===== src/design/vrrp_pkg.sv =====
// Package for the virtual-router state machine: types, codes and constants.
`default_nettype none

package vrrp_pkg;

    // Timer ticks per second of advertisement interval
    localparam int unsigned TICKS_PER_SECOND = 256;
    localparam int unsigned TICK_SHIFT       = 8;
    localparam int unsigned TIMER_W          = 18;

    // Router modes
    localparam logic [1:0] ST_INIT   = 2'd0;
    localparam logic [1:0] ST_BACKUP = 2'd1;
    localparam logic [1:0] ST_MASTER = 2'd2;

    // Input operations
    localparam logic [1:0] OP_TICK  = 2'd0;
    localparam logic [1:0] OP_ADV   = 2'd1;
    localparam logic [1:0] OP_START = 2'd2;
    localparam logic [1:0] OP_STOP  = 2'd3;

    // Error codes of advertisement checks
    localparam logic [2:0] ERR_OK       = 3'd0;
    localparam logic [2:0] ERR_NOT_RUN  = 3'd1;
    localparam logic [2:0] ERR_AUTH     = 3'd2;
    localparam logic [2:0] ERR_ADDRS    = 3'd3;
    localparam logic [2:0] ERR_INTERVAL = 3'd4;

    // Special priorities
    localparam logic [7:0] PRI_LEAVE = 8'd0;
    localparam logic [7:0] PRI_OWNER = 8'd255;

    // Configuration register indexes
    localparam logic [1:0] REG_LOCAL_PRIORITY  = 2'd0;
    localparam logic [1:0] REG_ADVERT_INTERVAL = 2'd1;
    localparam logic [1:0] REG_PREEMPT_ENABLE  = 2'd2;
    localparam logic [1:0] REG_OWN_ADDR        = 2'd3;

    // Configuration reset values
    localparam logic [7:0]  RST_LOCAL_PRIORITY  = 8'd100;
    localparam logic [7:0]  RST_ADVERT_INTERVAL = 8'd1;
    localparam logic        RST_PREEMPT_ENABLE  = 1'b1;
    localparam logic [31:0] RST_OWN_ADDR        = 32'd0;

    typedef struct packed {
        logic [7:0]  local_priority;
        logic [7:0]  advert_interval;
        logic        preempt_enable;
        logic [31:0] own_addr;
    } t_cfg;

    typedef struct packed {
        logic [1:0]  op;
        logic [7:0]  adv_priority;
        logic [31:0] adv_from;
        logic [7:0]  adv_interval;
        logic        adv_auth_none;
        logic        adv_addrs_match;
        logic        link_ready;
    } t_in_word;

    typedef struct packed {
        logic [1:0]  router_mode;
        logic        send_advert;
        logic [7:0]  sent_priority;
        logic        take_over;
        logic        release_res;
        logic        join_group;
        logic        leave_group;
        logic [2:0]  error_code;
        logic [31:0] master_addr;
    } t_out_word;

endpackage

`default_nettype wire


===== src/design/vrrp_cfg_regs.sv =====
// Configuration register file of the virtual-router state machine.
`default_nettype none

module vrrp_cfg_regs (
    input  wire logic              i_clk,
    input  wire logic              i_rst_n,
    input  wire logic              i_cfg_we,
    input  wire logic [1:0]        i_cfg_index,
    input  wire logic [31:0]       i_cfg_data,
    output vrrp_pkg::t_cfg         o_cfg
);

    vrrp_pkg::t_cfg r_cfg;

    // One register written per enabled cycle; all indexes are defined
    always_ff @(posedge i_clk) begin
        if (!i_rst_n) begin
            r_cfg.local_priority  <= vrrp_pkg::RST_LOCAL_PRIORITY;
            r_cfg.advert_interval <= vrrp_pkg::RST_ADVERT_INTERVAL;
            r_cfg.preempt_enable  <= vrrp_pkg::RST_PREEMPT_ENABLE;
            r_cfg.own_addr        <= vrrp_pkg::RST_OWN_ADDR;
        end else if (i_cfg_we) begin
            unique case (i_cfg_index)
                vrrp_pkg::REG_LOCAL_PRIORITY:  r_cfg.local_priority  <= i_cfg_data[7:0];
                vrrp_pkg::REG_ADVERT_INTERVAL: r_cfg.advert_interval <= i_cfg_data[7:0];
                vrrp_pkg::REG_PREEMPT_ENABLE:  r_cfg.preempt_enable  <= i_cfg_data[0];
                vrrp_pkg::REG_OWN_ADDR:        r_cfg.own_addr        <= i_cfg_data;
                default: ;
            endcase
        end
    end

    assign o_cfg = r_cfg;

endmodule

`default_nettype wire


===== src/design/vrrp_fsm.sv =====
// Router state, timer and the combinational step logic for one word.
`default_nettype none

module vrrp_fsm (
    input  wire logic                i_clk,
    input  wire logic                i_rst_n,
    input  wire logic                i_step,
    input  wire vrrp_pkg::t_in_word  i_word,
    input  wire vrrp_pkg::t_cfg      i_cfg,
    output vrrp_pkg::t_out_word      o_result
);

    localparam int unsigned TW = vrrp_pkg::TIMER_W;

    logic [1:0]    r_state;
    logic [TW-1:0] r_timer_count;
    logic          r_timer_armed;
    logic [31:0]   r_last_master;

    logic [1:0]    n_state;
    logic [TW-1:0] n_timer_count;
    logic          n_timer_armed;
    logic [31:0]   n_last_master;

    logic [7:0]    eff_interval;
    logic [9:0]    triple_interval;
    logic [8:0]    skew;
    logic [TW-1:0] advert_ticks;
    logic [TW-1:0] skew_ticks;
    logic [TW-1:0] master_down_ticks;
    logic [TW-1:0] count_dec;

    logic          send;
    logic [7:0]    sprio;
    logic          take;
    logic          rel;
    logic          join_g;
    logic          leave_g;
    logic [2:0]    err;

    // Timer reload values; a zero interval counts as one second
    always_comb begin
        eff_interval      = (i_cfg.advert_interval == 8'd0) ? 8'd1 : i_cfg.advert_interval;
        triple_interval   = {1'b0, eff_interval, 1'b0} + {2'b00, eff_interval};
        skew              = 9'd256 - {1'b0, i_cfg.local_priority};
        advert_ticks      = {2'b00, eff_interval, 8'd0};
        skew_ticks        = {{(TW-9){1'b0}}, skew};
        master_down_ticks = {triple_interval, 8'd0} + skew_ticks;
        count_dec         = (r_timer_count == '0) ? '0 : r_timer_count - 1'b1;
    end

    // Next state and result for the word in the input register
    always_comb begin
        n_state       = r_state;
        n_timer_count = r_timer_count;
        n_timer_armed = r_timer_armed;
        n_last_master = r_last_master;
        send          = 1'b0;
        sprio         = vrrp_pkg::PRI_LEAVE;
        take          = 1'b0;
        rel           = 1'b0;
        join_g        = 1'b0;
        leave_g       = 1'b0;
        err           = vrrp_pkg::ERR_OK;
        unique case (i_word.op)
            vrrp_pkg::OP_TICK: begin
                if (r_state != vrrp_pkg::ST_INIT && r_timer_armed) begin
                    n_timer_count = count_dec;
                    if (count_dec == '0) begin
                        if (r_state == vrrp_pkg::ST_BACKUP) begin
                            n_state = vrrp_pkg::ST_MASTER;
                            take    = 1'b1;
                        end
                        send          = 1'b1;
                        sprio         = i_cfg.local_priority;
                        n_timer_count = advert_ticks;
                        n_timer_armed = 1'b1;
                    end
                end
            end
            vrrp_pkg::OP_ADV: begin
                if (r_state == vrrp_pkg::ST_INIT) begin
                    err = vrrp_pkg::ERR_NOT_RUN;
                end else if (!i_word.adv_auth_none) begin
                    err = vrrp_pkg::ERR_AUTH;
                end else if (!i_word.adv_addrs_match &&
                             i_word.adv_priority != vrrp_pkg::PRI_OWNER) begin
                    err = vrrp_pkg::ERR_ADDRS;
                end else if (i_word.adv_interval != eff_interval) begin
                    err = vrrp_pkg::ERR_INTERVAL;
                end else if (r_state == vrrp_pkg::ST_BACKUP) begin
                    n_last_master = i_word.adv_from;
                    if (i_word.adv_priority == vrrp_pkg::PRI_LEAVE) begin
                        n_timer_count = skew_ticks;
                        n_timer_armed = 1'b1;
                    end else if (!i_cfg.preempt_enable ||
                                 i_word.adv_priority >= i_cfg.local_priority) begin
                        n_timer_count = master_down_ticks;
                        n_timer_armed = 1'b1;
                    end
                end else begin
                    if (i_word.adv_priority == vrrp_pkg::PRI_LEAVE) begin
                        send          = 1'b1;
                        sprio         = i_cfg.local_priority;
                        n_timer_count = advert_ticks;
                        n_timer_armed = 1'b1;
                    end else if (i_word.adv_priority > i_cfg.local_priority ||
                                 (i_word.adv_priority == i_cfg.local_priority &&
                                  i_word.adv_from > i_cfg.own_addr)) begin
                        rel           = 1'b1;
                        n_state       = vrrp_pkg::ST_BACKUP;
                        n_timer_count = master_down_ticks;
                        n_timer_armed = 1'b1;
                    end
                end
            end
            vrrp_pkg::OP_START: begin
                if (r_state == vrrp_pkg::ST_INIT && i_word.link_ready) begin
                    join_g        = 1'b1;
                    n_timer_armed = 1'b1;
                    if (i_cfg.local_priority == vrrp_pkg::PRI_OWNER) begin
                        n_state       = vrrp_pkg::ST_MASTER;
                        take          = 1'b1;
                        send          = 1'b1;
                        sprio         = i_cfg.local_priority;
                        n_timer_count = advert_ticks;
                    end else begin
                        n_state       = vrrp_pkg::ST_BACKUP;
                        n_timer_count = master_down_ticks;
                    end
                end
            end
            vrrp_pkg::OP_STOP: begin
                if (r_state != vrrp_pkg::ST_INIT) begin
                    leave_g       = 1'b1;
                    n_timer_armed = 1'b0;
                    n_timer_count = '0;
                    if (r_state == vrrp_pkg::ST_MASTER) begin
                        send  = 1'b1;
                        sprio = vrrp_pkg::PRI_LEAVE;
                        rel   = 1'b1;
                    end
                    n_state = vrrp_pkg::ST_INIT;
                end
            end
            default: ;
        endcase
    end

    // State is updated once per word as it leaves the input register
    always_ff @(posedge i_clk) begin
        if (!i_rst_n) begin
            r_state       <= vrrp_pkg::ST_INIT;
            r_timer_count <= '0;
            r_timer_armed <= 1'b0;
            r_last_master <= '0;
        end else if (i_step) begin
            r_state       <= n_state;
            r_timer_count <= n_timer_count;
            r_timer_armed <= n_timer_armed;
            r_last_master <= n_last_master;
        end
    end

    // Result word reports the mode after the step
    always_comb begin
        o_result.router_mode   = n_state;
        o_result.send_advert   = send;
        o_result.sent_priority = sprio;
        o_result.take_over     = take;
        o_result.release_res   = rel;
        o_result.join_group    = join_g;
        o_result.leave_group   = leave_g;
        o_result.error_code    = err;
        o_result.master_addr   = (n_state == vrrp_pkg::ST_MASTER) ? i_cfg.own_addr
                                                                  : n_last_master;
    end

endmodule

`default_nettype wire


===== src/design/vrrp_router_state_machine.sv =====
// A word accepted into the input register has its result computed by the step and registered in the result register.
// Throughput: one word per cycle while the output is not stalled, set by the single step between the input and result
// registers; the input register accepts while the result register is drained or empty.
// Reset (synchronous, active low): mode initialize, timer stopped and cleared, last
// master zero, registers to their defaults, both pipeline stages empty.
`default_nettype none

module vrrp_router_state_machine (
    input  wire logic                 i_clk,
    input  wire logic                 i_rst_n,
    input  wire logic                 i_in_valid,
    output logic                      o_in_ready,
    input  wire vrrp_pkg::t_in_word   i_in_data,
    output logic                      o_out_valid,
    input  wire logic                 i_out_ready,
    output vrrp_pkg::t_out_word       o_out_data,
    input  wire logic                 i_cfg_we,
    input  wire logic [1:0]           i_cfg_index,
    input  wire logic [31:0]          i_cfg_data
);

    vrrp_pkg::t_cfg      cfg;
    vrrp_pkg::t_out_word step_result;

    logic                r_in_valid;
    vrrp_pkg::t_in_word  r_in_data;
    logic                r_out_valid;
    vrrp_pkg::t_out_word r_out_data;

    logic                advance;
    logic                step;

    // The step fires when a word waits and the result register can take it
    assign advance    = !r_out_valid || i_out_ready;
    assign step       = r_in_valid && advance;
    assign o_in_ready = !r_in_valid || advance;

    vrrp_cfg_regs u_cfg (
        .i_clk       (i_clk),
        .i_rst_n     (i_rst_n),
        .i_cfg_we    (i_cfg_we),
        .i_cfg_index (i_cfg_index),
        .i_cfg_data  (i_cfg_data),
        .o_cfg       (cfg)
    );

    vrrp_fsm u_fsm (
        .i_clk    (i_clk),
        .i_rst_n  (i_rst_n),
        .i_step   (step),
        .i_word   (r_in_data),
        .i_cfg    (cfg),
        .o_result (step_result)
    );

    // Input register
    always_ff @(posedge i_clk) begin
        if (!i_rst_n) begin
            r_in_valid <= 1'b0;
        end else if (o_in_ready) begin
            r_in_valid <= i_in_valid;
        end
    end

    always_ff @(posedge i_clk) begin
        if (o_in_ready && i_in_valid) begin
            r_in_data <= i_in_data;
        end
    end

    // Result register
    always_ff @(posedge i_clk) begin
        if (!i_rst_n) begin
            r_out_valid <= 1'b0;
        end else if (advance) begin
            r_out_valid <= r_in_valid;
        end
    end

    always_ff @(posedge i_clk) begin
        if (step) begin
            r_out_data <= step_result;
        end
    end

    assign o_out_valid = r_out_valid;
    assign o_out_data  = r_out_data;

endmodule

`default_nettype wire

===== config.mk =====
export PLATFORM = sky130hd
export DESIGN_NAME = vrrp_router_state_machine
export DESIGN_NICKNAME = d
export VERILOG_FILES = /design/src/design/vrrp_pkg.sv /design/src/design/vrrp_cfg_regs.sv /design/src/design/vrrp_fsm.sv /design/src/design/vrrp_router_state_machine.sv
export SDC_FILE = /design/constraint.sdc
export NUM_CORES = 1
export LEC_CHECK = 0
export CORE_MARGIN = 2
export CORE_UTILIZATION = 55
export CTS_CLUSTER_DIAMETER = 30
export DETAILED_ROUTE_END_ITERATION = 10
export DONT_BUFFER_PORTS = 1
export PLACE_DENSITY = 0.7
export SETUP_SLACK_MARGIN = 0.5
export SYNTH_ARGS = -nofsm -noshare
export SYNTH_HDL_FRONTEND = slang
export SYNTH_HIERARCHICAL = 1
export SYNTH_SLANG_ARGS = --single-unit

===== constraint.sdc =====
create_clock -name i_clk -period 13.45 [get_ports i_clk]
set_input_delay 3.3625 -clock i_clk [delete_from_list [all_inputs] [get_ports i_clk]]
set_output_delay 3.3625 -clock i_clk [all_outputs]
set_load 0.02 [all_outputs]

# After elaboration in Yosys (flattened, before gate mapping)
# Index checks and enable logic that the tools add are counted.
# totals
reg_bits,207
latch_bits,0
ram_bits,0
romBits,0
wordCells,184
mem_count,0
# classes
add_sub_neg,4
mul,0
div,0
n_lt_le_gt_ge,3
n_eq_ne,23
shifts,0
n_mux,94
bitwise,2
n_reduce_logical,30
# ops
cell,n
2-to-1 mux 18 bit,15
2-to-1 mux 32 bit,7
2-to-1 mux 8 bit,11
case mux 18 bit (4 select lines),1
2-to-1 mux 1 bit,38
zero test 18 bit,2
> comparator 32 bit,1
case mux 8 bit (4 select lines),1
2-to-1 mux 2 bit,15
adder 18 x 9 -> 18 bit,1
"subtractor 18 x 1 -> 18 bit, second input constant",1
zero test 8 bit,2
"equality test 2 bit, second input constant",6
AND reduction 11 bit,1
adder 9 x 8 -> 10 bit,1
AND reduction 10 bit,1
"subtractor 9 x 8 -> 9 bit, first input constant",1
equality test 8 bit,1
"equality test 8 bit, second input constant",1
greater-or-equal comparator 8 bit,1
> comparator 8 bit,1
"inequality test 2 x 1 -> 1 bit, second input constant",4
"inequality test 2 bit, second input constant",4
inequality test 8 bit,1
17 further kinds,38

# Longest topological paths before layout
# logic_depth
depth_word,13
depth_mapped,17

# Modules after synthesis
# Netlist, hierarchy kept.
# by_module_without_submodules
mod,instances,cells_each,area_per_inst_um2,seq_area_each_um2
vrrp_fsm,1,819,5804.3,1061.0
vrrp_router_state_machine,1,112,3196.8,3133.0
vrrp_cfg_regs,1,202,1968.1,980.9

# Worst setup path after synthesis
# Ideal clock, no wire load.
# synth_timing
path_type,input-to-reg
from,input port i_out_ready
to,register u_fsm.r_timer_count[4]
arrival_ns,7.491
path_slack_ns,5.841
cell_stages,8
cell_sequence,nor2b_4 > nor2b_1 > o21ai_0 > a311oi_1 > a21boi_1 > clkbuf_1 > o21ai_0 > a32o_1
# synth_via
elab_chain_cells,3
# synth_rtl
element,line_no,text
from (decl),vrrp_router_state_machine.sv:15,"input wire logic i_out_ready,"
logical OR 1 bit,vrrp_router_state_machine.sv:34,assign advance = !r_out_valid || i_out_ready;
logical AND 1 bit,vrrp_router_state_machine.sv:35,assign step = r_in_valid && advance;
net step,vrrp_router_state_machine.sv:31,logic step;
AND reduction 10 bit (no line),--,
to (signal assigned),vrrp_fsm.sv:159,r_timer_count <= n_timer_count;
to (decl),vrrp_fsm.sv:16,logic [TW-1:0] r_timer_count;
# The timed path passes the listed nets, and every way through them passes these cells.
# A chain may end at the register's enable or synchronous reset.

# Final worst setup path
# layout_timing
from,input port i_out_ready
to,output port o_in_ready
# layout_via
elab_chain_cells,2
# layout_rtl
element,line_no,text
logical OR 1 bit,vrrp_router_state_machine.sv:34,
logical OR 1 bit,vrrp_router_state_machine.sv:36,assign o_in_ready = !r_in_valid || advance;
to (decl),vrrp_router_state_machine.sv:12,"output logic o_in_ready,"
# No other way between the ends.

==> summary.txt <==
Worst setup path
  – Crit path cell chain: nand3b_4
  – Arrival time at the worst endpoint: 3.54 ns
  – RR Startpoint: u_fsm/r_timer_count[0]
  – Critical Path Sink Type: output pin
  – CP max-delay cell: nand3b_4
  – Critical path required time: 10.09 ns
  – Worst-path fanout max: 2
  – FF-to-FF End: o_out_data[1]
  – Startpoint Class: input port
  – CP Class: in2out
  – Top delay family on crit path: simple AND/OR/NAND/NOR gates
  – Worst R2R Path Depth: 11
  – WP buf/inv: 0
  – CP max stage delay: 0.17 ns
  – R2R Setup Slk: 9.04 ns

GRT
  – Gr ovfl total: 0
  – Initial antenna violation count: 1
  – Total track usage: 0.249
  – Largest net degree at the start of global routing: 141
  – Global-route wire length before repair: 42,300 um
  – Number of global-route vias before repair: 8,076

CTS
  – CTS tree: done
  – H-tree Lvls: 2
  – Clock sink count: 207
  – Resize count post-CTS: 0
  – Num CTS Buffers: 40
  – Root Buffer: clkbuf_16
  – Maximum root-to-sink buffer count: 3
  – Post-CTS setup repair buffer count: 0
  – Clock Latency Late Sink: 0.52 ns
  – Clk slew on worst S/H paths: 0.05 ns
  – # hold bufs at CTS: 0

Power and ir drop
  – Cell Pwr Density: 145 nW/um2
  – Max VDD drop: 0.0000968 V
  – LEAKAGE: 0.00457 uW

Placement
  – Port Buffers: 0
  – Placed Cells incl. Taps: 1,348
  – Post-DP HPWL: 17,700 um
  – Routability cong.: 0.892

Outcome
  – Status: finished, final reports clean

Timing
  – Post-route minimum period: 6.90 ns
  – RSZ-0062 raised after global routing: no
  – Worst-margin pin slew: 1.11 ns
  – Final period util: 0.513
  – Final hold viol count: 0
  – Post-Route Setup TNS: 0 ns
  – Final setup viols: 0
  – F_max: 145 MHz
  – Worst Skew: 0.0260 ns
  – Relative slew margins: 0.262
  – Fin. max-slew vios: 0

Routing
  – Final wirelength: 26,700 um
  – ANT nets after route: 0
  – DR DRC count: 0
  – Vias: 8,304
  – Routed WL per cell: 18.8 um
  – Vias/cell: 5.84
  – Drt pass-1 iters: 5
  – DR iter-0 viols: 635

Floorplan
  – Initial core utilization: 0.562
  – Die H: 145 um
  – Die X: 145 um
  – Core Area: 19,500 um2
  – IO Pins: 144
  – Cell Rows: 51
  – DIE AREA: 21,100 um2

Synth
  – Synthesized cell area: 11,000 um2
  – Syn Inst Count: 1,133
  – Most common cell in the netlist: nand2_1
  – Yosys cell types: 71
  – Synth Register Bits: 207
  – Prevailing post-synth register cell: dfxtp_1
  – Async SR Flop Fraction: 0
  – Post-synth EDFFs: 103
  – Yosys warning count: 6
  – Synth top area share: 0.282
  – Seq/Total Area, Yosys: 0.472
  – Commonest cells post-synth: nand2_1, dfxtp_1, edfxtp_1
  – Yosys top cell by area: edfxtp_1
  – Synth area leaders: edfxtp_1, dfxtp_1, mux2i_1, nand2_1, ha_1
  – Syn_area_per_cell: 9.68 um2
  – Syn_nets: 1,279

Final layout
  – Core Util, Final: 0.636
  – Ant diodes: 0
  – Final nets: 1,271
  – Synthesis-to-layout area growth: 13.2%
  – Layout cell share with drive strength beyond 1: 0.0778
  – Post-Layout Cell Count: 1,422

Min path
  – Hold depth: 2
  – Hold EP: u_fsm/r_last_master[8]
  – Hold Crit Start: u_fsm/r_last_master[8]
  – HP Class: reg2reg

Flow run
  – MaxCap Viol Count: 0
==> report_power, final <==
part	internal (uW)	switching (uW)	leakage, uW
clock network	642	323	0.000661
registers	687	26.0	0.00186
logic	47.5	72.6	0.00205
total	1380	422	0.00457
==> layer usage <==
metal	track usage	part of all wire	vias to the layer above
met5	0	0	-
met4	0.0755	0.022	0
met3	0.0770	0.091	47
met2	0.373	0.44	334
met1	0.345	0.45	3870
li1	-	-	4053
==> area by class of cell <==
class / instances / area [um2]
fillers: 1629 / 7100
multi-input cells: 800 / 5250
flip-flops and latches: 207 / 5170
clock buffers: 57 / 1200
well taps: 265 / 332
inverters: 68 / 255
clock inverters: 17 / 149
repair buffers: 8 / 60.1
==> kinds of logic after synthesis <==
kind of cell | count (synthesis) | share of synthesized area
AOI/OAI and AO/OA | 236 | 0.142
muxes | 84 | 0.0767
adders and majority gates | 55 | 0.0625
and+or+nand+nor | 400 | 0.176
DFF | 207 | 0.472
xor gates and xnor gates | 25 | 0.0200
buffers and inverters | 126 | 0.0514
==> worst max-delay path by stage <==
stage / from / end / cells after the start
after CTS: i_out_ready / o_in_ready / 1
after floorplan: i_out_ready / u_fsm/r_timer_count[4] / 8
after global routing: i_out_ready / o_in_ready / 1
after global placement: i_out_ready / o_in_ready / 1
after detailed placement: i_out_ready / o_in_ready / 1
final: i_out_ready / o_in_ready / 1
==> flip-flops by register name, summed over array words and instances (netlist names) <==
register / count
u_fsm/r_last_master: 32
o_out_valid: 1
r_in_data: 53
u_fsm/r_timer_count: 18
u_cfg/o_cfg: 49
r_in_valid: 1
u_fsm/r_state: 2
o_out_data: 50
u_fsm/r_timer_armed: 1
==> layout by cell type, fill, tap and decap left out, types with 5 or more instances in the layout <==
cell	synthesis	final
or4_1	6	6
nand2_1	211	211
edfxtp_1	103	103
and3_1	11	9
a21oi_1	49	48
nor4_1	13	13
inv_1	68	68
a21o_1	9	9
buf_4	6	8
nor2b_1	15	14
mux2i_1	84	84
xor2_1	10	10
clkinv_4	0	6
clkbuf_1	38	8
a21boi_0	34	34
nor3_1	17	17
ha_1	54	54
xnor2_1	15	15
clkbuf_16	0	44
clkbuf_8	0	5
o221ai_1	6	6
nand2b_1	13	13
o21ai_0	44	44
o211ai_1	8	8
o22ai_1	6	6
nand4_1	14	14
a211oi_1	6	6
or3_1	6	6
nand3_1	16	16
dfxtp_1	104	104
o21ai_1	22	22
o31ai_1	6	6
clkinv_2	0	7
and2_1	15	15
nor2_1	41	41
==> through the flow <==
step	instance area, um2	total power [uW]	worst slack (ns)	hold WS (ns)
finish	12400	1800	6.55	0.460
global route	12400	1860	6.55	0.483
CTS	12400	1810	6.55	0.461
detailed placement	11100	841	6.55	0.454
global placement	11100	840	6.55	0.446
floorplan	11000	816	5.84	0.440
==> worst register-to-register path, delay by kind of cell, from the launching register on <==
kind / cells / cell delay (ns)
AOI/OAI and AO/OA: 5 / 1.68
and+or+nand+nor: 3 / 1.12
buffers and inverters: 2 / 0.67
DFF: 1 / 0.39
adders and majority gates: 1 / 0.24
(Power assumes the default switching activity.)
